--- src/rtl/frame_interval_averager_macros.svh ---
// frame_interval_averager_macros.svh: assertion macros for the frame interval averager
// expects aclk and aresetn in the scope of each use
`ifndef FRAME_INTERVAL_AVERAGER_MACROS_SVH
`define FRAME_INTERVAL_AVERAGER_MACROS_SVH

// same-cycle implication, disabled in reset
`define FIA_ASSERT_IMP(label, ante, cons) \
    label: assert property (@(posedge aclk) disable iff (!aresetn) (ante) |-> (cons)) \
        else $error("fia assertion failed");

// next-cycle implication, disabled in reset
`define FIA_ASSERT_NXT(label, ante, cons) \
    label: assert property (@(posedge aclk) disable iff (!aresetn) (ante) |=> (cons)) \
        else $error("fia assertion failed");

`endif

--- src/rtl/fia_pkg.sv ---
// fia_pkg.sv: types and constants of the frame interval averager
// no dependencies
`timescale 1ns / 1ps

package fia_pkg;

    localparam int STAMP_W = 48;
    localparam int IV_W    = 32;
    localparam int RATE_W  = 16;

    localparam logic [IV_W-1:0] TICK_RATE_RESET = 32'd10000000;

    typedef logic [STAMP_W-1:0] stamp_t;
    typedef logic [IV_W-1:0]    interval_t;
    typedef logic [RATE_W-1:0]  rate_t;

    typedef enum logic [1:0] {
        OP_TICK  = 2'd0,
        OP_START = 2'd1,
        OP_STOP  = 2'd2,
        OP_RESET = 2'd3
    } op_t;

    typedef struct packed {
        op_t    op;
        stamp_t timestamp;
    } in_beat_t;

    typedef struct packed {
        interval_t avg_frame_ticks;
        rate_t     frame_rate;
        stamp_t    total_ticks;
        logic      is_stopped;
    } out_beat_t;

endpackage

--- src/rtl/fia_cell.sv ---
// fia_cell.sv: one cell of the interval window shift chain
// depends on fia_pkg
`timescale 1ns / 1ps

module fia_cell
    import fia_pkg::*;
(
    input  logic      aclk,
    input  logic      shift_en,
    input  interval_t d_in,
    output interval_t q
);

    interval_t data_reg;

    always_ff @(posedge aclk) begin
        if (shift_en) begin
            data_reg <= d_in;
        end
    end

    assign q = data_reg;

endmodule

--- src/rtl/fia_div.sv ---
// fia_div.sv: restoring divider, one quotient bit per cycle
// divides the window sum by the fill count; depends on fia_pkg
`timescale 1ns / 1ps

module fia_div
    import fia_pkg::*;
#(
    parameter int SUM_W  = 39,
    parameter int FILL_W = 7
) (
    input  logic              aclk,
    input  logic              aresetn,
    input  logic              start,
    input  logic [SUM_W-1:0]  dividend,
    input  logic [FILL_W-1:0] divisor,
    output logic              done,
    output interval_t         quotient
);

    localparam int CNT_W = $clog2(SUM_W);

    logic              busy_reg, busy_next;
    logic              done_reg, done_next;
    logic [CNT_W-1:0]  cnt_reg, cnt_next;
    logic [SUM_W-1:0]  dvd_reg, dvd_next;
    logic [FILL_W-1:0] rem_reg, rem_next;
    logic [FILL_W-1:0] dsr_reg, dsr_next;
    logic [FILL_W:0]   rem_sh;
    logic [FILL_W:0]   rem_sub;
    logic              ge;

    assign rem_sh  = {rem_reg, dvd_reg[SUM_W-1]};
    assign rem_sub = rem_sh - {1'b0, dsr_reg};
    assign ge      = rem_sh >= {1'b0, dsr_reg};

    always_comb begin
        busy_next = busy_reg;
        done_next = 1'b0;
        cnt_next  = cnt_reg;
        dvd_next  = dvd_reg;
        rem_next  = rem_reg;
        dsr_next  = dsr_reg;
        if (start) begin
            busy_next = 1'b1;
            cnt_next  = '0;
            dvd_next  = dividend;
            rem_next  = '0;
            dsr_next  = divisor;
        end else if (busy_reg) begin
            rem_next = ge ? rem_sub[FILL_W-1:0] : rem_sh[FILL_W-1:0];
            dvd_next = {dvd_reg[SUM_W-2:0], ge};
            cnt_next = cnt_reg + 1'b1;
            if (cnt_reg == CNT_W'(SUM_W - 1)) begin
                busy_next = 1'b0;
                done_next = 1'b1;
            end
        end
    end

    always_ff @(posedge aclk) begin
        if (!aresetn) begin
            busy_reg <= 1'b0;
            done_reg <= 1'b0;
            cnt_reg  <= '0;
        end else begin
            busy_reg <= busy_next;
            done_reg <= done_next;
            cnt_reg  <= cnt_next;
        end
        dvd_reg <= dvd_next;
        rem_reg <= rem_next;
        dsr_reg <= dsr_next;
    end

    assign done     = done_reg;
    assign quotient = dvd_reg[IV_W-1:0];

endmodule

--- src/rtl/frame_interval_averager.sv ---
// frame_interval_averager.sv: frame timer with moving-average frame time and frame rate
// top level; depends on fia_pkg, fia_cell, fia_div and the assertion macro header
//
// Usage:
//   s_valid/s_ready/s_data carry one event beat: op (tick, start, stop, reset) and a
//   48-bit counter timestamp. m_valid/m_ready/m_data return exactly one result beat
//   per event: average frame time, latched frame rate, running time and pause flag.
//   cfg_valid/cfg_ready/cfg_data write tick_rate (counter ticks per second); write it
//   only while no event is in flight. cfg_ready is always high.
// Flow:
//   start, stop, reset and ticks while paused go from accept through measure to emit.
//   A running tick that leaves the window empty passes measure, update and emit.
//   A running tick walks the interval window chain and then the serial divider,
//   one quotient bit per cycle, before emit. One event is in work at a time.
// Reset: aresetn is synchronous, active low; all timer state clears, tick_rate
//   returns to 10000000 and the window is empty.
// Stall: the result sits in an output register; the next event is accepted and
//   worked while it waits, and finishes once the output register is taken.
`timescale 1ns / 1ps
`include "frame_interval_averager_macros.svh"

module frame_interval_averager
    import fia_pkg::*;
#(
    parameter int WINDOW_DEPTH = 64
) (
    input  logic      aclk,
    input  logic      aresetn,
    input  logic      s_valid,
    output logic      s_ready,
    input  in_beat_t  s_data,
    output logic      m_valid,
    input  logic      m_ready,
    output out_beat_t m_data,
    input  logic      cfg_valid,
    output logic      cfg_ready,
    input  interval_t cfg_data
);

    localparam int FILL_W = $clog2(WINDOW_DEPTH + 1);
    localparam int SUM_W  = IV_W + FILL_W;

    typedef enum logic [4:0] {
        ST_IDLE = 5'b00001,
        ST_MEAS = 5'b00010,
        ST_UPD  = 5'b00100,
        ST_DIV  = 5'b01000,
        ST_EMIT = 5'b10000
    } state_t;

    state_t            state_reg, state_next;
    interval_t         tick_rate_reg;
    in_beat_t          in_beat_reg;
    interval_t         iv_reg;
    stamp_t            last_reg, last_next;
    stamp_t            current_reg, current_next;
    stamp_t            base_reg, base_next;
    stamp_t            paused_reg, paused_next;
    stamp_t            stop_reg, stop_next;
    logic              stopped_reg, stopped_next;
    logic [FILL_W-1:0] fill_reg, fill_next;
    logic [SUM_W-1:0]  sum_reg, sum_next;
    interval_t         avg_reg, avg_next;
    rate_t             frames_reg, frames_next;
    logic [IV_W:0]     accum_reg, accum_next;
    rate_t             latched_reg, latched_next;
    logic              m_valid_reg;
    out_beat_t         m_data_reg;

    stamp_t            iv_raw;
    interval_t         iv_sat;
    interval_t         diff;
    logic              windowed;
    logic              full;
    logic [SUM_W-1:0]  evict_ext;
    logic [SUM_W-1:0]  sum_after;
    logic [FILL_W-1:0] fill_after;
    rate_t             frames_inc;
    logic [IV_W:0]     accum_sum;
    logic              out_free;
    logic              div_start;
    logic              div_done;
    interval_t         div_quot;
    stamp_t            end_stamp;
    stamp_t            total;
    interval_t         cell_q [WINDOW_DEPTH];

    // interval window shift chain, cell 0 is the newest
    genvar gi;
    generate
        for (gi = 0; gi < WINDOW_DEPTH; gi++) begin : g_cell
            if (gi == 0) begin : g_head
                fia_cell u_cell (
                    .aclk     (aclk),
                    .shift_en (state_reg == ST_UPD && windowed),
                    .d_in     (iv_reg),
                    .q        (cell_q[gi])
                );
            end else begin : g_body
                fia_cell u_cell (
                    .aclk     (aclk),
                    .shift_en (state_reg == ST_UPD && windowed),
                    .d_in     (cell_q[gi-1]),
                    .q        (cell_q[gi])
                );
            end
        end
    endgenerate

    fia_div #(
        .SUM_W  (SUM_W),
        .FILL_W (FILL_W)
    ) u_div (
        .aclk     (aclk),
        .aresetn  (aresetn),
        .start    (div_start),
        .dividend (sum_after),
        .divisor  (fill_after),
        .done     (div_done),
        .quotient (div_quot)
    );

    assign s_ready   = state_reg == ST_IDLE;
    assign cfg_ready = 1'b1;
    assign out_free  = !m_valid_reg || m_ready;

    // interval since last stamp, saturated
    assign iv_raw = in_beat_reg.timestamp - last_reg;
    assign iv_sat = (|iv_raw[STAMP_W-1:IV_W]) ? '1 : iv_raw[IV_W-1:0];

    assign diff     = (iv_reg >= avg_reg) ? iv_reg - avg_reg : avg_reg - iv_reg;
    assign windowed = diff < tick_rate_reg;
    assign full     = fill_reg == FILL_W'(WINDOW_DEPTH);

    assign evict_ext  = full ? {{FILL_W{1'b0}}, cell_q[WINDOW_DEPTH-1]} : '0;
    assign sum_after  = windowed ? sum_reg - evict_ext + {{FILL_W{1'b0}}, iv_reg} : sum_reg;
    assign fill_after = (windowed && !full) ? fill_reg + 1'b1 : fill_reg;

    assign frames_inc = (frames_reg == '1) ? frames_reg : frames_reg + 1'b1;
    assign accum_sum  = accum_reg + {1'b0, iv_reg};

    // divider starts in the window update state, from the updated sum and fill
    assign div_start = state_reg == ST_UPD && fill_after != '0;

    assign end_stamp = stopped_reg ? stop_reg : current_reg;
    assign total     = end_stamp - paused_reg - base_reg;

    always_comb begin
        state_next   = state_reg;
        last_next    = last_reg;
        current_next = current_reg;
        base_next    = base_reg;
        paused_next  = paused_reg;
        stop_next    = stop_reg;
        stopped_next = stopped_reg;
        fill_next    = fill_reg;
        sum_next     = sum_reg;
        avg_next     = avg_reg;
        frames_next  = frames_reg;
        accum_next   = accum_reg;
        latched_next = latched_reg;
        case (state_reg)
            ST_IDLE: begin
                if (s_valid) begin
                    state_next = ST_MEAS;
                end
            end
            ST_MEAS: begin
                state_next = ST_EMIT;
                case (in_beat_reg.op)
                    OP_TICK: begin
                        if (stopped_reg) begin
                            avg_next = '0;
                        end else begin
                            current_next = in_beat_reg.timestamp;
                            last_next    = in_beat_reg.timestamp;
                            state_next   = ST_UPD;
                        end
                    end
                    OP_START: begin
                        if (stopped_reg) begin
                            paused_next  = paused_reg + (in_beat_reg.timestamp - stop_reg);
                            last_next    = in_beat_reg.timestamp;
                            stop_next    = '0;
                            stopped_next = 1'b0;
                        end
                    end
                    OP_STOP: begin
                        if (!stopped_reg) begin
                            stop_next    = in_beat_reg.timestamp;
                            stopped_next = 1'b1;
                        end
                    end
                    OP_RESET: begin
                        base_next    = in_beat_reg.timestamp;
                        last_next    = in_beat_reg.timestamp;
                        stop_next    = '0;
                        stopped_next = 1'b0;
                    end
                    default: begin
                        state_next = ST_EMIT;
                    end
                endcase
            end
            ST_UPD: begin
                sum_next  = sum_after;
                fill_next = fill_after;
                if (accum_sum > {1'b0, tick_rate_reg}) begin
                    latched_next = frames_inc;
                    frames_next  = '0;
                    accum_next   = '0;
                end else begin
                    frames_next = frames_inc;
                    accum_next  = accum_sum;
                end
                if (fill_after == '0) begin
                    avg_next   = '0;
                    state_next = ST_EMIT;
                end else begin
                    state_next = ST_DIV;
                end
            end
            ST_DIV: begin
                if (div_done) begin
                    avg_next   = div_quot;
                    state_next = ST_EMIT;
                end
            end
            ST_EMIT: begin
                if (out_free) begin
                    state_next = ST_IDLE;
                end
            end
            default: begin
                state_next = ST_IDLE;
            end
        endcase
    end

    always_ff @(posedge aclk) begin
        if (!aresetn) begin
            state_reg     <= ST_IDLE;
            tick_rate_reg <= TICK_RATE_RESET;
            last_reg      <= '0;
            current_reg   <= '0;
            base_reg      <= '0;
            paused_reg    <= '0;
            stop_reg      <= '0;
            stopped_reg   <= 1'b0;
            fill_reg      <= '0;
            sum_reg       <= '0;
            avg_reg       <= '0;
            frames_reg    <= '0;
            accum_reg     <= '0;
            latched_reg   <= '0;
            m_valid_reg   <= 1'b0;
        end else begin
            state_reg   <= state_next;
            last_reg    <= last_next;
            current_reg <= current_next;
            base_reg    <= base_next;
            paused_reg  <= paused_next;
            stop_reg    <= stop_next;
            stopped_reg <= stopped_next;
            fill_reg    <= fill_next;
            sum_reg     <= sum_next;
            avg_reg     <= avg_next;
            frames_reg  <= frames_next;
            accum_reg   <= accum_next;
            latched_reg <= latched_next;
            if (cfg_valid) begin
                tick_rate_reg <= cfg_data;
            end
            if (state_reg == ST_EMIT && out_free) begin
                m_valid_reg <= 1'b1;
            end else if (m_ready) begin
                m_valid_reg <= 1'b0;
            end
        end
        if (s_valid && s_ready) begin
            in_beat_reg <= s_data;
        end
        if (state_reg == ST_MEAS) begin
            iv_reg <= iv_sat;
        end
        if (state_reg == ST_EMIT && out_free) begin
            m_data_reg.avg_frame_ticks <= avg_reg;
            m_data_reg.frame_rate      <= latched_reg;
            m_data_reg.total_ticks     <= total;
            m_data_reg.is_stopped      <= stopped_reg;
        end
    end

    assign m_valid = m_valid_reg;
    assign m_data  = m_data_reg;

    `FIA_ASSERT_NXT(a_accept_to_meas, s_valid && s_ready, state_reg == ST_MEAS)
    `FIA_ASSERT_IMP(a_fill_bound, 1'b1, fill_reg <= FILL_W'(WINDOW_DEPTH))
    `FIA_ASSERT_IMP(a_div_done_in_div, div_done, state_reg == ST_DIV)
    `FIA_ASSERT_IMP(a_run_no_stop_stamp, !stopped_reg, stop_reg == '0)

endmodule

--- config.mk ---
export PLATFORM = sky130hd
export DESIGN_NAME = frame_interval_averager
export DESIGN_NICKNAME = d
export VERILOG_FILES = /design/src/rtl/fia_pkg.sv /design/src/rtl/fia_cell.sv /design/src/rtl/fia_div.sv /design/src/rtl/frame_interval_averager.sv
export VERILOG_INCLUDE_DIRS = /design/src /design/src/rtl
export SDC_FILE = /design/constraint.sdc
export NUM_CORES = 2
export LEC_CHECK = 0
export BUFFER_PORTS_ARGS = -buffer_cell sky130_fd_sc_hd__buf_2
export CORE_AREA = 2 2 529 373
export CTS_BUF_LIST = sky130_fd_sc_hd__clkbuf_8 sky130_fd_sc_hd__clkbuf_16
export DETAILED_ROUTE_END_ITERATION = 12
export DIE_AREA = 0 0 531 375
export PLACE_DENSITY = 0.8
export SLEW_MARGIN = 20
export SYNTH_ARGS = -nofsm -noshare
export SYNTH_HDL_FRONTEND = slang
export SYNTH_SLANG_ARGS = --single-unit
export TNS_END_PERCENT = 1
--- constraint.sdc ---
create_clock -name aclk -period 72.6 [get_ports aclk]
set_clock_uncertainty 0.05 [all_clocks]
set_input_delay 10.89 -clock aclk [delete_from_list [all_inputs] [get_ports aclk]]
set_output_delay 10.89 -clock aclk [all_outputs]
set_load 0.05 [all_outputs]
==> results.md <==
## Status
* **result of the run** completed

## CTS
* **Post-CTS Resized** 0
* **number of buffers inserted during clock tree synthesis** 235
* **cts hold-fix bufs** 0
* **TritonCTS clock tree** built
* **number of buffers between clock root and the deepest sink** 4
* **clock insertion delay at the later pin of the skew report** 900 ps
* **clk root buf** sky130_fd_sc_hd__clkbuf_16
* **clock slew seen by the registers of the worst setup and hold paths** 70 ps
* **number of H-tree levels** 4
* **buffers inserted during post-CTS setup optimization** 0
* **number of clock sinks seen by CTS** 2710

## Drt
* **via count normalized by instance count** 5.639
* **Post-Route WL** 211.6 mm
* **residual antenna-violating net count after detailed routing** 0
* **Initial DRT Pass Iterations** 8
* **WL per Instance** 20.34 um
* **residual DRC count** 0
* **via count** 58690
* **DRC violation total after the first TritonRoute iteration** 6144

## Power
* **leakage power** 41.29 nW
* **total power divided by cell area** 26.20 nW/um2
* **Max IR drop VDD** 0.00002213 V

## Yosys
* **Synth area leaders** sky130_fd_sc_hd__edfxtp_1, sky130_fd_sc_hd__dfxtp_1, sky130_fd_sc_hd__ha_1
* **adder and majority cell fraction of the synthesized area** 0.06600
* **netlist area before placement** 106300 um2
* **Yosys top cell by area** sky130_fd_sc_hd__edfxtp_1
* **compound-cell area share of the yosys netlist** 0.08100
* **cell count after synthesis** 7342
* **total of warnings raised by yosys** 0
* **combinational family with the most area after synthesis** compound AO/OA/AOI/OAI gates
* **post-synthesis share of cell area spent on xor and xnor gates** 0.02036
* **FF+latch count, synth** 2710
* **Most used DFF post-synth** sky130_fd_sc_hd__edfxtp_1
* **post-synth top area share** 0.6422
* **number of distinct library cells after synthesis** 91
* **average footprint of a synthesized cell** 14.48 um2
* **number of flops mapped to enable cells by yosys** 2273
* **sequential-to-total area share from yosys stat** 0.7246
* **Synth Net Count** 7911
* **FFs w/ async S/R, synth** 0
* **post-synthesis share of cell area spent on and, or, nand and nor gates** 0.06778
* **multiplexer area fraction after synthesis** 0.01118

## Final layout
* **flip-flop count of the largest register after layout** 2016
* **most common cell after layout, fill and taps aside** sky130_fd_sc_hd__edfxtp_1
* **layout-stage area growth over the synthesis result** 10.96%
* **commonest cells after routing, fill and taps aside** sky130_fd_sc_hd__edfxtp_1, sky130_fd_sc_hd__nand2_1, sky130_fd_sc_hd__a21oi_1
* **count of filler cells inserted in the layout** 14040
* **final-stage net count** 8158
* **share of final-layout standard cells stronger than drive strength 1** 0.09030

## Timing
* **post-route worst setup slack** 59660 ps
* **total count of hold-check failures in the final report** 0
* **setup repair after global routing missed its margin** no
* **period utilisation layout** 0.1782
* **worst rel slew slack** 0.2543
* **endpoints failing setup** 0
* **Achievable Freq** 77.29 MHz
* **minimum clock period** 12940 ps
* **transition time of the tightest slew-check pin** 1119 ps
* **max-slew violations** 0
* **Setup TNS Final** 0 ps

## Setup path
* **data required time of the worst path** 61660 ps
* **maximum cell stage delay along the critical path** 350 ps
* **Critical Path AT** 2000 ps
* **cell-by-cell listing of the critical path** nor3_1 > and3b_1 > buf_2
* **maximum net fanout on the critical path** 5
* **Worst setup EP type** output port
* **worst path buffer plus inverter count** 1
* **startpoint types** flip-flop
* **Top delay family on crit path** simple AND/OR/NAND/NOR gates
* **critical path class** flip-flop to output port
* **cell with the largest stage delay on the worst path** sky130_fd_sc_hd__dfxtp_1

## Place
* **DP Worst Slack** 59080 ps
* **routability-driven placement congestion ratio** 0.9331
* **dpl hpwl** 132.5 mm
* **PortBufs** 185

## Hold path
* **path class of the lowest-slack min-delay path** flip-flop to flip-flop

## Global routing
* **first-pass GRT wire length** 326.6 mm
* **leftover overflow at the end of global routing** 0
* **initial antenna violation count** 11
* **pin count of the biggest net entering global routing** 215
* **Overall Global Routing Usage** 0.2103
* **number of global-route vias before repair** 57330

## Run
* **count of max-cap constraint violations** 0

## Floorplanning
* **Die H** 375 um
* **number of primary I/O pins** 187
* **Die Outline Area** 199100 um2
* **Core Region** 194800 um2
* **row count** 136
* **die boundary width** 531 um
* **starting density of the core** 0.5455

## report_power, final
part / internal, mW / switching (mW)
combinational: 0.0576 / 0.0962
sequential: 1.67 / 0.00753
clock: 0.695 / 0.565
total: 2.42 / 0.668
## per-layer routing
layer,vias to the layer above,wire length (um),global-route usage
met2,2105,95060,0.3194
met5,-,0,0
met1,29020,92740,0.3051
met4,0,7827,0.07601
li1,27120,-,-
met3,453,16020,0.03824
## area by class of cell
cell class / count / area, um2 / area share
antenna: 1 / 2.502 / 0.00002122
clock buffer: 246 / 6055 / 0.05134
clock inverter: 187 / 1648 / 0.01397
inverter: 569 / 2157 / 0.01829
multi-input combinational: 3820 / 26250 / 0.2226
sequential: 2710 / 77010 / 0.6530
tap: 2622 / 3281 / 0.02782
timing repair buffer: 253 / 1528 / 0.01296
## path summary, 6_finish.rpt
kind | startpoint | end | slack [ps] | depth (start not counted)
min reg2reg | g_cell[7].g_body.u_cell.q[16] | g_cell[8].g_body.u_cell.q[16] | 310 | 0
min | g_cell[7].g_body.u_cell.q[16] | g_cell[8].g_body.u_cell.q[16] | 310 | 0
max reg2reg | iv_reg[0] | g_cell[40].g_body.u_cell.q[20] | 60580 | 30
max | state_reg[1] | s_ready | 59660 | 3
## synth_stat cells (8+ instances only)
cell and instances:
sky130_fd_sc_hd__edfxtp_1 2273, sky130_fd_sc_hd__nand2_1 721, sky130_fd_sc_hd__a21oi_1 659, sky130_fd_sc_hd__inv_1 568
sky130_fd_sc_hd__dfxtp_1 437, sky130_fd_sc_hd__ha_1 351, sky130_fd_sc_hd__nor2_1 301, sky130_fd_sc_hd__clkbuf_1 203
sky130_fd_sc_hd__o21ai_0 176, sky130_fd_sc_hd__nand3_1 167, sky130_fd_sc_hd__xnor2_1 162, sky130_fd_sc_hd__a21o_1 148
sky130_fd_sc_hd__fa_1 131, sky130_fd_sc_hd__xor2_1 85, sky130_fd_sc_hd__nand2b_1 59, sky130_fd_sc_hd__and2_1 58
sky130_fd_sc_hd__mux2i_1 58, sky130_fd_sc_hd__nand4_1 55, sky130_fd_sc_hd__mux2_2 54, sky130_fd_sc_hd__nor3_1 52
sky130_fd_sc_hd__a211oi_1 49, sky130_fd_sc_hd__o21bai_1 49, sky130_fd_sc_hd__and3_1 45, sky130_fd_sc_hd__a22o_1 43
sky130_fd_sc_hd__o211ai_1 39, sky130_fd_sc_hd__o21a_1 39, sky130_fd_sc_hd__nor2b_1 34, sky130_fd_sc_hd__a31oi_1 32
sky130_fd_sc_hd__buf_2 25, sky130_fd_sc_hd__or3_1 23, sky130_fd_sc_hd__o31ai_1 17, sky130_fd_sc_hd__o211a_1 13
sky130_fd_sc_hd__a221oi_1 12, sky130_fd_sc_hd__buf_1 12, sky130_fd_sc_hd__and4_1 11, sky130_fd_sc_hd__or2_2 10
sky130_fd_sc_hd__nand4b_1 9, sky130_fd_sc_hd__nor4_1 9, sky130_fd_sc_hd__o31a_1 9, sky130_fd_sc_hd__a211o_1 8
sky130_fd_sc_hd__a221o_1 8, sky130_fd_sc_hd__o41ai_1 8
## worst reg2reg max path: cells and delay by family (launching register included)
kind	cells	cell delay (ps)
buffers and inverters	10	5420
AOI/OAI and AO/OA	11	2840
and+or+nand+nor	4	1340
adders and majority gates	3	840
DFF	1	550
muxes	1	450
xor gates and xnor gates	1	180
## per-stage QoR
step	cell area, um2	hold WS, ps	util	power (mW)	instances
2_1_floorplan	106300	350.3	-	1.819	7342
3_3_place_gp	110100	350.3	0.5651	1.855	9970
3_5_place_dp	110100	354.5	0.5651	1.859	9970
4_1_cts	117800	296.7	0.6046	3.114	10400
5_1_grt	117900	313.0	0.6052	3.188	10410
6_report	117900	309.9	0.6052	3.090	10410
## logic make-up after synthesis
logic type,after synthesis
flops,2710
simple gates,1588
compound gates,1390
buf+inv,812
fa+ha+maj,482
xor+xnor,247
mux,112
other cells,1
Note: power is estimated with default switching activity, not from simulation.
